`config.mk`:
```
export PLATFORM = sky130hd
export DESIGN_NAME = dual_motor_ramp_controller_flat
export DESIGN_NICKNAME = d
export VERILOG_FILES = /design/src/sv/dmrc_pkg.sv /design/src/sv/dmrc_target_if.sv /design/src/sv/dmrc_result_if.sv /design/src/sv/dmrc_cfg_if.sv /design/src/sv/dual_motor_ramp_controller.sv /design/src/flat_wrapper.sv
export SDC_FILE = /design/constraint.sdc
export NUM_CORES = 1
export LEC_CHECK = 0
export ABC_AREA = 1
export BUFFER_PORTS_ARGS = -buffer_cell sky130_fd_sc_hd__buf_2
export CORE_MARGIN = 4
export CORE_UTILIZATION = 48
export CTS_BUF_LIST = sky130_fd_sc_hd__clkbuf_2
export DETAILED_ROUTE_END_ITERATION = 8
export GPL_TIMING_DRIVEN = 0
export PLACE_DENSITY_LB_ADDON = 0.08
export SLEW_MARGIN = 10
export SYNTH_ARGS = -nofsm -noshare
export SYNTH_HDL_FRONTEND = slang
export SYNTH_SLANG_ARGS = --single-unit
```
`constraint.sdc`:
```
create_clock -name clk -period 4.8 [get_ports clk]
set_input_delay 1.2 -clock clk [delete_from_list [all_inputs] [get_ports clk]]
set_output_delay 1.2 -clock clk [all_outputs]
set_load 0.02 [all_outputs]
```
`src/sv/dmrc_pkg.sv`:
```
// Shared types, constants and ramp helper functions for the dual motor ramp controller.
package dmrc_pkg;

    localparam int SPEED_W     = 9;
    localparam int DUTY_W      = 8;
    localparam int STEP_W      = 8;
    localparam int HOLD_W      = 16;
    localparam int CFG_INDEX_W = 4;
    localparam int CFG_DATA_W  = 16;

    localparam logic [CFG_INDEX_W-1:0] REG_SPEED_STEP      = 4'd0;
    localparam logic [CFG_INDEX_W-1:0] REG_STOP_HOLD_TICKS = 4'd1;

    localparam logic [STEP_W-1:0] SPEED_STEP_RESET      = 8'd1;
    localparam logic [HOLD_W-1:0] STOP_HOLD_TICKS_RESET = 16'd100;

    typedef logic signed [SPEED_W-1:0] speed_t;

    typedef enum logic [1:0] {
        MODE_STOPPED      = 2'd0,
        MODE_ACCELERATING = 2'd1,
        MODE_MOVING       = 2'd2,
        MODE_STOPPING     = 2'd3
    } mode_t;

    // -256 folds to -255 so the magnitude always fits the duty field
    function automatic speed_t sat_target(input speed_t raw);
        speed_t res;
        res = raw;
        if (raw == 9'sh100)
        begin
            res = -9'sd255;
        end
        return res;
    endfunction

    // One ramp step toward goal, clamped at the goal
    function automatic speed_t step_toward(input speed_t cur, input speed_t goal,
                                           input logic [STEP_W-1:0] step);
        logic signed [10:0] diff;
        logic signed [10:0] st;
        logic signed [10:0] sum;
        speed_t             res;
        diff = 11'(goal) - 11'(cur);
        st   = signed'({3'b000, step});
        res  = goal;
        if (diff > st)
        begin
            sum = 11'(cur) + st;
            res = sum[SPEED_W-1:0];
        end
        else if (diff < -st)
        begin
            sum = 11'(cur) - st;
            res = sum[SPEED_W-1:0];
        end
        return res;
    endfunction

    function automatic logic [DUTY_W-1:0] duty_of(input speed_t s);
        speed_t mag;
        mag = s[SPEED_W-1] ? -s : s;
        return mag[DUTY_W-1:0];
    endfunction

endpackage

```
`src/sv/dmrc_target_if.sv`:
```
// Request channel carrying the left and right target speeds of one tick.
interface dmrc_target_if;
    logic                          valid;
    logic                          ready;
    logic signed [dmrc_pkg::SPEED_W-1:0] target_left;
    logic signed [dmrc_pkg::SPEED_W-1:0] target_right;

    modport source (output valid, output target_left, output target_right, input ready);
    modport sink   (input valid, input target_left, input target_right, output ready);
endinterface

```
`src/sv/dmrc_result_if.sv`:
```
// Result channel carrying bridge direction, duty and mode for one tick.
interface dmrc_result_if;
    logic                         valid;
    logic                         ready;
    logic                         left_reverse;
    logic [dmrc_pkg::DUTY_W-1:0]  left_duty;
    logic                         right_reverse;
    logic [dmrc_pkg::DUTY_W-1:0]  right_duty;
    logic [1:0]                   motion_mode;

    modport source (output valid, output left_reverse, output left_duty,
                    output right_reverse, output right_duty, output motion_mode,
                    input ready);
    modport sink   (input valid, input left_reverse, input left_duty,
                    input right_reverse, input right_duty, input motion_mode,
                    output ready);
endinterface

```
`src/sv/dmrc_cfg_if.sv`:
```
// Configuration write channel: register index and write data.
interface dmrc_cfg_if;
    logic                               valid;
    logic                               ready;
    logic [dmrc_pkg::CFG_INDEX_W-1:0]   index;
    logic [dmrc_pkg::CFG_DATA_W-1:0]    data;

    modport source (output valid, output index, output data, input ready);
    modport sink   (input valid, input index, input data, output ready);
endinterface

```
`src/sv/dual_motor_ramp_controller.sv`:
```
// Top level of the dual motor speed ramp controller.
//
// Usage notes
// - target: one request per control tick with signed left/right target speeds
//   (-256 is treated as -255). Each accepted request yields exactly one result.
// - result: reverse flag and 8-bit duty per H-bridge, plus the motion mode
//   (0 stopped, 1 accelerating, 2 moving, 3 stopping) after the tick's update.
// - cfg: register writes (0 speed_step, 1 stop_hold_ticks), always ready;
//   unknown indexes are dropped, data is truncated to the register width.
// - Latency: the result is presented the cycle after its request is taken.
// - Throughput: one request per cycle while no held result is stalled by the
//   receiver; the whole tick update is a single compare/add pass into the
//   result register, so the result register is the only stage that sets the rate.
// - If the receiver stalls, the result holds and target.ready stays high only
//   when the held result is being taken in the same cycle.
// - Reset: mode stopped, speeds zero, hold count zero, speed_step 1,
//   stop_hold_ticks 100, no result pending.
module dual_motor_ramp_controller
(
    input  logic                  clk,
    input  logic                  rst_n,
    dmrc_target_if.sink           target,
    dmrc_result_if.source         result,
    dmrc_cfg_if.sink              cfg
);

    // Configuration registers
    logic [dmrc_pkg::STEP_W-1:0] speed_step_reg;
    logic [dmrc_pkg::HOLD_W-1:0] stop_hold_ticks_reg;

    // Tick state
    dmrc_pkg::mode_t             mode_reg, mode_next;
    dmrc_pkg::speed_t            speed_left_reg, speed_left_next;
    dmrc_pkg::speed_t            speed_right_reg, speed_right_next;
    logic [dmrc_pkg::HOLD_W-1:0] hold_count_reg, hold_count_next;

    // Result register
    logic                        out_valid_reg;
    logic                        left_reverse_reg;
    logic [dmrc_pkg::DUTY_W-1:0] left_duty_reg;
    logic                        right_reverse_reg;
    logic [dmrc_pkg::DUTY_W-1:0] right_duty_reg;
    logic [1:0]                  motion_mode_reg;

    dmrc_pkg::speed_t            tl;
    dmrc_pkg::speed_t            tr;
    logic                        take;

    // Accept while the result slot is empty or draining this cycle
    assign target.ready = !out_valid_reg || result.ready;
    assign take         = target.valid && target.ready;
    assign cfg.ready    = 1'b1;

    assign tl = dmrc_pkg::sat_target(target.target_left);
    assign tr = dmrc_pkg::sat_target(target.target_right);

    // Configuration writes
    always_ff @(posedge clk or negedge rst_n)
    begin
        if (!rst_n)
        begin
            speed_step_reg      <= dmrc_pkg::SPEED_STEP_RESET;
            stop_hold_ticks_reg <= dmrc_pkg::STOP_HOLD_TICKS_RESET;
        end
        else if (cfg.valid)
        begin
            case (cfg.index)
                dmrc_pkg::REG_SPEED_STEP:
                begin
                    speed_step_reg <= cfg.data[dmrc_pkg::STEP_W-1:0];
                end
                dmrc_pkg::REG_STOP_HOLD_TICKS:
                begin
                    stop_hold_ticks_reg <= cfg.data;
                end
                default:
                begin
                end
            endcase
        end
    end

    // Next state for one tick
    always_comb
    begin
        mode_next        = mode_reg;
        speed_left_next  = speed_left_reg;
        speed_right_next = speed_right_reg;
        hold_count_next  = hold_count_reg;
        case (mode_reg)
            dmrc_pkg::MODE_MOVING:
            begin
                // any change of target forces a full stop first
                if (speed_left_reg != tl || speed_right_reg != tr)
                begin
                    mode_next = dmrc_pkg::MODE_STOPPING;
                end
            end
            dmrc_pkg::MODE_STOPPING:
            begin
                speed_left_next  = dmrc_pkg::step_toward(speed_left_reg, '0, speed_step_reg);
                speed_right_next = dmrc_pkg::step_toward(speed_right_reg, '0, speed_step_reg);
                if (speed_left_next == '0 && speed_right_next == '0)
                begin
                    mode_next       = dmrc_pkg::MODE_STOPPED;
                    hold_count_next = stop_hold_ticks_reg;
                end
            end
            dmrc_pkg::MODE_STOPPED:
            begin
                // hold at standstill, then start ramping
                if (speed_left_reg != tl || speed_right_reg != tr)
                begin
                    if (hold_count_reg != '0)
                    begin
                        hold_count_next = hold_count_reg - dmrc_pkg::HOLD_W'(1);
                    end
                    else
                    begin
                        mode_next = dmrc_pkg::MODE_ACCELERATING;
                    end
                end
            end
            default:
            begin
                // accelerating: head straight for the current targets
                speed_left_next  = dmrc_pkg::step_toward(speed_left_reg, tl, speed_step_reg);
                speed_right_next = dmrc_pkg::step_toward(speed_right_reg, tr, speed_step_reg);
                if (speed_left_next == tl && speed_right_next == tr)
                begin
                    mode_next = dmrc_pkg::MODE_MOVING;
                end
            end
        endcase
    end

    // State register, advances once per accepted request
    always_ff @(posedge clk or negedge rst_n)
    begin
        if (!rst_n)
        begin
            mode_reg        <= dmrc_pkg::MODE_STOPPED;
            speed_left_reg  <= '0;
            speed_right_reg <= '0;
            hold_count_reg  <= '0;
        end
        else if (take)
        begin
            mode_reg        <= mode_next;
            speed_left_reg  <= speed_left_next;
            speed_right_reg <= speed_right_next;
            hold_count_reg  <= hold_count_next;
        end
    end

    // Result valid
    always_ff @(posedge clk or negedge rst_n)
    begin
        if (!rst_n)
        begin
            out_valid_reg <= 1'b0;
        end
        else if (take)
        begin
            out_valid_reg <= 1'b1;
        end
        else if (result.ready)
        begin
            out_valid_reg <= 1'b0;
        end
    end

    // Result payload
    always_ff @(posedge clk)
    begin
        if (take)
        begin
            left_reverse_reg  <= speed_left_next[dmrc_pkg::SPEED_W-1];
            left_duty_reg     <= dmrc_pkg::duty_of(speed_left_next);
            right_reverse_reg <= speed_right_next[dmrc_pkg::SPEED_W-1];
            right_duty_reg    <= dmrc_pkg::duty_of(speed_right_next);
            motion_mode_reg   <= mode_next;
        end
    end

    assign result.valid         = out_valid_reg;
    assign result.left_reverse  = left_reverse_reg;
    assign result.left_duty     = left_duty_reg;
    assign result.right_reverse = right_reverse_reg;
    assign result.right_duty    = right_duty_reg;
    assign result.motion_mode   = motion_mode_reg;

endmodule

```
`src/flat_wrapper.sv`:
```
// flat-port wrapper written by rule: the top's interface ports become plain ports
module dual_motor_ramp_controller_flat 
  (clk, rst_n, target_valid, target_target_left, target_target_right, target_ready, result_valid, result_left_reverse, result_left_duty, result_right_reverse, result_right_duty, result_motion_mode, result_ready, cfg_valid, cfg_index, cfg_data, cfg_ready);
  dmrc_target_if target_i ();
  dmrc_result_if result_i ();
  dmrc_cfg_if cfg_i ();
  input  logic clk;
  input  logic rst_n;
  input wire logic [$bits(target_i.valid)-1:0] target_valid;
  input wire logic [$bits(target_i.target_left)-1:0] target_target_left;
  input wire logic [$bits(target_i.target_right)-1:0] target_target_right;
  output wire logic [$bits(target_i.ready)-1:0] target_ready;
  output wire logic [$bits(result_i.valid)-1:0] result_valid;
  output wire logic [$bits(result_i.left_reverse)-1:0] result_left_reverse;
  output wire logic [$bits(result_i.left_duty)-1:0] result_left_duty;
  output wire logic [$bits(result_i.right_reverse)-1:0] result_right_reverse;
  output wire logic [$bits(result_i.right_duty)-1:0] result_right_duty;
  output wire logic [$bits(result_i.motion_mode)-1:0] result_motion_mode;
  input wire logic [$bits(result_i.ready)-1:0] result_ready;
  input wire logic [$bits(cfg_i.valid)-1:0] cfg_valid;
  input wire logic [$bits(cfg_i.index)-1:0] cfg_index;
  input wire logic [$bits(cfg_i.data)-1:0] cfg_data;
  output wire logic [$bits(cfg_i.ready)-1:0] cfg_ready;
  assign target_i.valid = target_valid;
  assign target_i.target_left = target_target_left;
  assign target_i.target_right = target_target_right;
  assign target_ready = target_i.ready;
  assign result_valid = result_i.valid;
  assign result_left_reverse = result_i.left_reverse;
  assign result_left_duty = result_i.left_duty;
  assign result_right_reverse = result_i.right_reverse;
  assign result_right_duty = result_i.right_duty;
  assign result_motion_mode = result_i.motion_mode;
  assign result_i.ready = result_ready;
  assign cfg_i.valid = cfg_valid;
  assign cfg_i.index = cfg_index;
  assign cfg_i.data = cfg_data;
  assign cfg_ready = cfg_i.ready;
  dual_motor_ramp_controller u_core (.clk(clk), .rst_n(rst_n), .target(target_i), .result(result_i), .cfg(cfg_i));
endmodule
```
After elaboration in Yosys (flattened, before gate mapping)
Index checks and enable logic that the tools add are counted.
{"block": "classes", "eq_ne": 12, "mux": 30, "n_addsub": 12, "reduce_logical": 18, "magnitude_cmp": 8}
{"operator": "$mux 9", "count": 14}
{"operator": "$mux 16", "count": 3}
{"operator": "$gt 11x9->1", "count": 4}
{"operator": "$lt 11x11->1", "count": 4}
{"operator": "$pmux 9 s2", "count": 2}
{"operator": "$pmux 16 s2", "count": 1}
{"operator": "$sub 1x9->10 const A", "count": 2}
{"operator": "$sub 9x9->10", "count": 2}
{"operator": "$add 9x9->9", "count": 2}
{"operator": "$eq 9x9->1", "count": 2}
{"operator": "$eq 9x9->1 const B", "count": 2}
{"operator": "$logic_not 9->1", "count": 2}
{"operator": "$ne 9x9->1", "count": 2}
{"operator": "$sub 9x9->9", "count": 2}
{"operator": "$mux 8", "count": 2}
{"operator": "$neg 8->8", "count": 2}
{"operator": "$reduce_bool 16->1", "count": 1}
{"operator": "$sub 16x1->16 const B", "count": 1}
{"operator": "$neg 8->11", "count": 1}
{"operator": "$mux 2", "count": 5}
{"operator": "$ne 2x1->1 const B", "count": 3}
{"operator": "$pmux 2 s3", "count": 1}
{"operator": "$reduce_and 5->1", "count": 1}
{"operator": "$eq 2x2->1 const B", "count": 2}
{"operator": "other kinds (11)", "count": 17}
{"block": "totals", "regBits": 81, "input_bits": 43, "wordCells": 92, "out_inout_bits": 23}

Depth between registers and ports, before layout
Gate-level depths: netlist (run 1).
{"block": "depth", "depth_word": 11, "depth_mapped": 35, "mapped_depth_nobuf": 35}

Least setup slack after synthesis (run 1)
OpenSTA, ideal clock, no wires.
{"block": "synth_timing", "path_type": "input-to-reg", "start": "input port target_target_left[4]", "end": "register u_core.left_duty_reg, in the netlist u_core.result.left_duty[6], data pin", "path_slack_ns": -0.151, "t_required_ns": 4.551, "path_buffers": 0, "stages": 27, "arrival_time_ns": 4.702, "setup_ns": 0.249, "path_cell_list": "nor4_1 a41oi_1 ha_1 fa_1 o21ai_2 a31oi_1 xor2_1 ha_1 nand2_1 inv_1 nand2_1 nand2_1 nand2_1 nand4_1 nand2_2 inv_2 nand2_1 nand3_1 nand3_1 nand2_1 a21oi_2 ha_1 nand3_1 nor2_1 o21ai_0 nand2_1 inv_1"}
{"block": "synth_via", "elab_chain_len": 10, "elab_cells_between_ends": 11, "classes_between": "add/sub (2); order compare (2); eq/ne (1); mux (6)"}
{"element": "start, declared", "line_no": "flat_wrapper.sv:10", "source": "input wire logic [$bits(target_i.target_left)-1:0] target_target_left;"}
{"element": "$eq 9x9->1", "line_no": "dmrc_pkg.sv:30", "source": "if (raw == 9'sh100)"}
{"element": "$mux 9 (*)", "line_no": "dmrc_pkg.sv:30"}
{"element": "$sub 9x9->10", "line_no": "dmrc_pkg.sv:44", "source": "diff = 11'(goal) - 11'(cur);"}
{"element": "$lt 11x11->1", "line_no": "dmrc_pkg.sv:52", "source": "else if (diff < -st)"}
{"element": "$mux 9", "line_no": "dmrc_pkg.sv:52"}
{"element": "$mux 9 (*)", "line_no": "dmrc_pkg.sv:47", "source": "if (diff > st)"}
{"element": "$mux 9 (*)", "line_no": "dual_motor_ramp_controller.sv:90", "source": "case (mode_reg)"}
{"element": "$pmux 9 s2 (*)", "line_no": "dual_motor_ramp_controller.sv:90"}
{"element": "$neg 8->8", "line_no": "dmrc_pkg.sv:62", "source": "mag = s[SPEED_W-1] ? -s : s;"}
{"element": "$mux 8 (*)", "line_no": "dmrc_pkg.sv:62"}
{"element": "end signal, assigned", "line_no": "dual_motor_ramp_controller.sv:179", "source": "left_duty_reg <= dmrc_pkg::duty_of(speed_left_next);"}
{"element": "end, declared", "line_no": "dual_motor_ramp_controller.sv:40", "source": "logic [dmrc_pkg::DUTY_W-1:0] left_duty_reg;"}
Mark *: on every way between the ends. The rest lies on a longest branch, timed or not. The select of a mux whose other input is x is not followed.
A chain may end at the register's enable or synchronous reset.

Final worst setup path (run 1)
{"block": "layout_timing", "start": "input port target_target_left[1]", "end": "register u_core.left_duty_reg, in the netlist u_core.result.left_duty[6], data pin"}
The elaborated chain is that of the path after synthesis.

==> results.sh, run 1 <==
export IMPL_finalHoldViolCount=0
export IMPL_synth_area_um2=10100
export IMPL_final_nets=1853
export IMPL_overflow=0
export IMPL_yosysSeqAreaShare=0.211
export IMPL_clock_fmax_mhz=210
export IMPL_clock_skew_ns=0.0455
export IMPL_maxCapViolations=0
export IMPL_yosys_cell_count_top_type="nand2_1"
export IMPL_core_um2=20500
export IMPL_clk_latency_ns=0.57
export IMPL_via_per_inst=5.40
export IMPL_arrival_ns=5.09
export IMPL_period_share=0.991
export IMPL_grt_start_max_net_pins=62
export IMPL_portBuffers=64
export IMPL_max_slew_margin=0.153
export IMPL_synth_edf_count=20
export IMPL_finalWeightedCongestion=0.994
export IMPL_num_vias=10500
export IMPL_rows=52
export IMPL_dp_hpwl_um=26000
export IMPL_ys_flop_type="dfrtp_1"
export IMPL_grt_use_total=0.275
export IMPL_synth_area_per_cell_um2=6.52
export IMPL_worstMarginPinSlew_ns=1.26
export IMPL_dr_pass1_iters=6
export IMPL_h_tree_depth=3
export IMPL_fp_dieW_um=153
export IMPL_dpl_cell_area_um2=10800
export IMPL_report_final_slew_viol_count=0
export IMPL_drive_above_1_share=0.194
export IMPL_clk_pin_slew_ns=0.23
export IMPL_yosysWarnings=0
export IMPL_start_util=0.493
export IMPL_clk_path_buf_depth=2
export IMPL_ant_nets=0
export IMPL_grt_pass1_vias=9696
export IMPL_synth_commonest_cells="nand2_1, inv_1, nand3_1"
export IMPL_dp_cells=1885
export IMPL_synth_top_cell_by_area="nand2_1"
export IMPL_dieArea_um2=23400
export IMPL_criticalPathCategory="primary input to flip-flop"
export IMPL_num_antenna_cells=0
export IMPL_ctsHoldBuffers=0
export IMPL_drt_wl_total_um=33400
export IMPL_fin_cells=1953
export IMPL_syn_inst=1551
export IMPL_drt_initial_drc_count=660
export IMPL_cts_inserted_buffers=9
export IMPL_antenna_found_initial=0
export IMPL_syn2layout_area_growth_pct=17.8
export IMPL_synthDominantCellAreaShare=0.184
export IMPL_io_pins=66
export IMPL_ys_seq_elements=81
export IMPL_grt_pass1_wl_um=52000
export IMPL_cp_required_ns=5.14
export IMPL_drcViolationCount=0
export IMPL_synthesis_nets=1726
export IMPL_cts_root_buf="clkbuf_2"
export IMPL_worstSetupStartpointType="primary input"
export IMPL_min_period_ns=4.76
export IMPL_clkSinkCount=81
export IMPL_outcome="finished clean"
export IMPL_path_max_fanout=6
export IMPL_tritoncts="built"
export IMPL_fin_area_um2=11900
export IMPL_die_y_um=153
export IMPL_wl_per_cell_um=17.1
export IMPL_rsz0062_at_grt="yes"
export IMPL_setup_viol=0
export IMPL_synth_distinct_cells=53
export IMPL_holdCritPathClass="flip-flop to flip-flop"
export IMPL_crit_path_end_kind="flip-flop"
export IMPL_synth_area_top_cells="nand2_1, ha_1, dfrtp_1, inv_1, nand3_1"
export IMPL_synthArstFlopShare=0.753
timing repair:
item                       CTS  global route
pin swaps                   18            68
gates cloned                 0             2
buffers inserted            13            38
setup endpoints to repair   37            24
gates resized for setup     18           127
final timing paths:
kind | startpoint | end | slack, ns | cells after the start
max | target_target_left[1] | u_core.result.left_duty[6]$_DFFE_PP_ | 0.04 | 26
min | u_core.stop_hold_ticks_reg[6]$_DFFE_PN1P_ | u_core.stop_hold_ticks_reg[6]$_DFFE_PN1P_ | 0.52 | 2
max reg2reg | u_core.speed_left_reg[8]$_DFFE_PN0P_ | u_core.result.left_duty[6]$_DFFE_PP_ | 0.17 | 25
min reg2reg | u_core.stop_hold_ticks_reg[6]$_DFFE_PN1P_ | u_core.stop_hold_ticks_reg[6]$_DFFE_PN1P_ | 0.52 | 2
max in group asynchronous | rst_n | u_core.speed_right_reg[1]$_DFFE_PN0P_ | 3.55 | 1
min in group asynchronous | rst_n | u_core.speed_left_reg[0]$_DFFE_PN0P_ | 0.67 | 1
logic make-up (layout without fill, tap and decap cells):
group                    count (synthesis)  in the layout  synth area share
AO/OA/AOI/OAI                          187            187             0.112
XOR/XNOR                                49             49            0.0432
adder cells (fa/ha/maj)                132            132             0.168
buffers and inverters                  252            384            0.0994
flip-flops                              81             81             0.211
multiplexers                             5              5           0.00557
other                                    1              1          0.000371
AND/OR/NAND/NOR                        844            844             0.361
cells in the final DEF (no fill, tap or decap), drive strengths merged, types with 2 or more instances in the layout:
cell type,Yosys,routed
inv,205,207
o211ai,11,11
dfstp,4,4
fa,6,6
buf,17,130
a21oi,58,58
bufinv,0,2
o22ai,2,2
nor3,17,17
a41oi,2,2
nor2,118,118
nand3,135,135
o221ai,2,2
nand2,521,521
clkbuf,28,39
o21bai,5,5
nor4,3,3
a31oi,10,10
or2,6,6
clkinvlp,0,5
o21ai,84,84
nand4,25,25
o31ai,2,2
xor2,38,38
a21o,6,6
mux2,5,5
ha,126,126
xnor2,11,11
nand3b,17,17
edfxtp,20,20
dfrtp,57,57
o21a,3,3
layer usage:
layer | GRT usage | wire (um)
met1 | 0.385 | 15000
met2 | 0.449 | 15100
met3 | 0.0334 | 2110
met4 | 0.0802 | 1150
met5 | 0 | 0
layout make-up:
type | count | area (um^2)
well taps | 270 | 338
fillers | 2045 | 8590
inverters | 207 | 802
multi-input cells | 1218 | 7460
clock buffers | 9 | 45.0
repair buffers | 115 | 757
flip-flops and latches | 81 | 2140
repair inverters | 1 | 7.51
clock inverters | 7 | 109
plain buffers | 45 | 241
metrics by stage:
stage,setup slack [ns],setup TNS (ns),utilization,hold slack [ns]
after floorplan,-0.0402,-0.0402,-,0.448
after global placement,-1.00,-21.49,0.528,0.475
after detailed placement,-0.997,-21.79,0.528,0.483
after CTS,-0.0276,-0.0276,0.544,0.519
after global routing,-0.120,-0.555,0.581,0.559
final,0.0438,0,0.581,0.516
critical path: stages:
cell      delay, ns
buf_8          0.11
nor4_4         0.27
a41oi_2        0.19
ha_2           0.25
fa_2           0.39
o21ai_4        0.17
a31oi_1        0.11
xor2_1         0.21
ha_1           0.28
nand2_1        0.09
inv_1          0.04
nand2_1        0.04
nand2_1        0.05
nand2_1        0.08
nand4_1        0.23
nand2_4        0.22
nand2_4        0.08
o21ai_2        0.13
nand2_1        0.08
o211ai_1       0.22
ha_4           0.21
nand3_4        0.09
nor2_4         0.15
o21ai_1        0.08
nand2_1        0.08
inv_1          0.04
Power of run 1 is left out: the tool's default activity adds up to more than one toggle a clock period on the data nets, which glitch-free logic cannot reach.
==> inputs of run 2 (changes only) <==
Settings changed: PLACE_DENSITY set to 0.76, PLACE_DENSITY_LB_ADDON 0.08 to unset.
==> results.sh, run 2 (synthesis gave the netlist of run 1 again) <==
export IMPL_grt_start_max_net_pins=62
export IMPL_violations="setup timing"
export IMPL_dp_hpwl_um=25100
export IMPL_num_vias=10800
export IMPL_grt_use_total=0.260
export IMPL_period_share=1.02
export IMPL_antenna_found_initial=0
export IMPL_setup_viol=8
export IMPL_final_common_cell="nand2_1"
export IMPL_ant_nets=0
export IMPL_die_y_um=153
export IMPL_rsz0062_at_grt="yes"
export IMPL_path_max_fanout=5
export IMPL_drcViolationCount=0
export IMPL_clock_skew_ns=0.0266
export IMPL_drt_initial_drc_count=985
export IMPL_multi_input_area_um2=7410
export IMPL_max_slew_margin=0.162
export IMPL_drive_above_1_share=0.182
export IMPL_crit_path_end_kind="flip-flop"
export IMPL_num_antenna_cells=0
export IMPL_criticalPathCategory="primary input to flip-flop"
export IMPL_r2r_slack_ns=0.07
export IMPL_syn2layout_area_growth_pct=16.1
export IMPL_finalWeightedCongestion=1.02
export IMPL_cts_inserted_buffers=9
export IMPL_arrival_ns=5.23
export IMPL_grt_pass1_vias=9579
export IMPL_regArea_um2=2130
export IMPL_report_final_slew_viol_count=0
export IMPL_timing_final_ws_setup_ns=-0.117
export IMPL_tritoncts="built"
export IMPL_worst_path_stages=27
export IMPL_portBuffers=64
export IMPL_h_tree_depth=3
export IMPL_overflow=0
export IMPL_final_nets=1848
export IMPL_holdPathStages=2
export IMPL_via_per_inst=5.53
export IMPL_critPathMostFrequentCell="nand2_1"
export IMPL_worstSetupStartpointType="primary input"
export IMPL_cts_root_buf="clkbuf_2"
export IMPL_finalHoldViolCount=0
export IMPL_outcome="finished, violations left"
export IMPL_slowest_delay_ns=0.39
export IMPL_min_period_ns=4.92
export IMPL_cp_slowest_cell="fa_2"
export IMPL_r2r_cells=26
export IMPL_fp_dieW_um=153
export IMPL_final_cell_mix="nand2_1, inv_1, nand3_1, ha_1, nor2_1"
export IMPL_io_pins=66
export IMPL_nFillCells=1950
export IMPL_rows=52
export IMPL_final_setup_tns_ns=-0.431
export IMPL_maxCapViolations=0
export IMPL_clkSinkCount=81
export IMPL_cp_top_family="simple AND/OR/NAND/NOR gates"
export IMPL_core_um2=20500
export IMPL_start_util=0.493
export IMPL_clk_path_buf_depth=2
export IMPL_clock_fmax_mhz=203
export IMPL_clk_pin_slew_ns=0.21
export IMPL_dr_pass1_iters=5
export IMPL_grt_pass1_wl_um=49700
export IMPL_dieArea_um2=23400
export IMPL_drt_wl_total_um=32400
export IMPL_wl_per_cell_um=16.6
export IMPL_path_buf_inv=3
export IMPL_cp_required_ns=5.12
export IMPL_clk_latency_ns=0.52
export IMPL_worstMarginPinSlew_ns=1.25
export IMPL_holdCritPathClass="flip-flop to flip-flop"
==> run 2: worst reg2reg max path, delay by kind of cell, from the launching register on <==
family	cells	cell delay, ns
AOI/OAI and AO/OA	4	0.50
buffers and inverters	4	0.56
and+or+nand+nor	15	1.88
adders and majority gates	3	1.07
DFF	1	0.50
==> run 2: worst paths after layout <==
path                                                                start                                        end
worst max-delay path                                target_target_left[3]       u_core.result.left_duty[6]$_DFFE_PP_
worst min-delay path            u_core.stop_hold_ticks_reg[3]$_DFFE_PN0P_  u_core.stop_hold_ticks_reg[3]$_DFFE_PN0P_
worst max register to register       u_core.speed_left_reg[8]$_DFFE_PN0P_       u_core.result.left_duty[6]$_DFFE_PP_
worst min register to register  u_core.stop_hold_ticks_reg[3]$_DFFE_PN0P_  u_core.stop_hold_ticks_reg[3]$_DFFE_PN0P_
max in group asynchronous                                           rst_n       u_core.speed_step_reg[1]$_DFFE_PN0P_
min in group asynchronous                                           rst_n            u_core.result.valid$_DFFE_PN0P_
==> run 2: area by class of cell <==
type | count | share of cell area
Multi-Input combinational cell | 1219 | 0.631
Sequential cell | 81 | 0.182
Inverter | 207 | 0.0685
Timing Repair Buffer | 110 | 0.0605
Tap cell | 270 | 0.0288
Buffer | 45 | 0.0206
Clock buffer | 10 | 0.00426
Clock inverter | 6 | 0.00416
==> run 2: metal layers <==
metal  share of wire  global-route usage  vias to the layer above
li1                -                   -                     5288
met1            0.41               0.354                     4893
met2            0.46               0.423                      486
met3           0.084              0.0348                      106
met4           0.045              0.0955                        0
met5               0                   0                        -
==> run 2: metrics by stage <==
step	std cells	cell area, um^2	hold slack (ns)	utilization	setup WS (ns)
after floorplan	1551	10200	0.448	-	-0.0402
after global placement	1885	10800	0.472	0.528	-0.932
after detailed placement	1885	10800	0.474	0.528	-1.01
after CTS	1917	11200	0.518	0.544	-0.0468
after global routing	1948	11700	0.540	0.573	-0.300
final	1948	11700	0.513	0.573	-0.117
==> run 2: timing repair <==
item,in CTS,in global routing
pin swaps,26,70
hold buffers,0,0
setup endpoints to repair,33,26
buffers inserted,16,30
gates cloned,0,3
gates resized for setup,29,100
Power of run 2 is left out for the same reason.
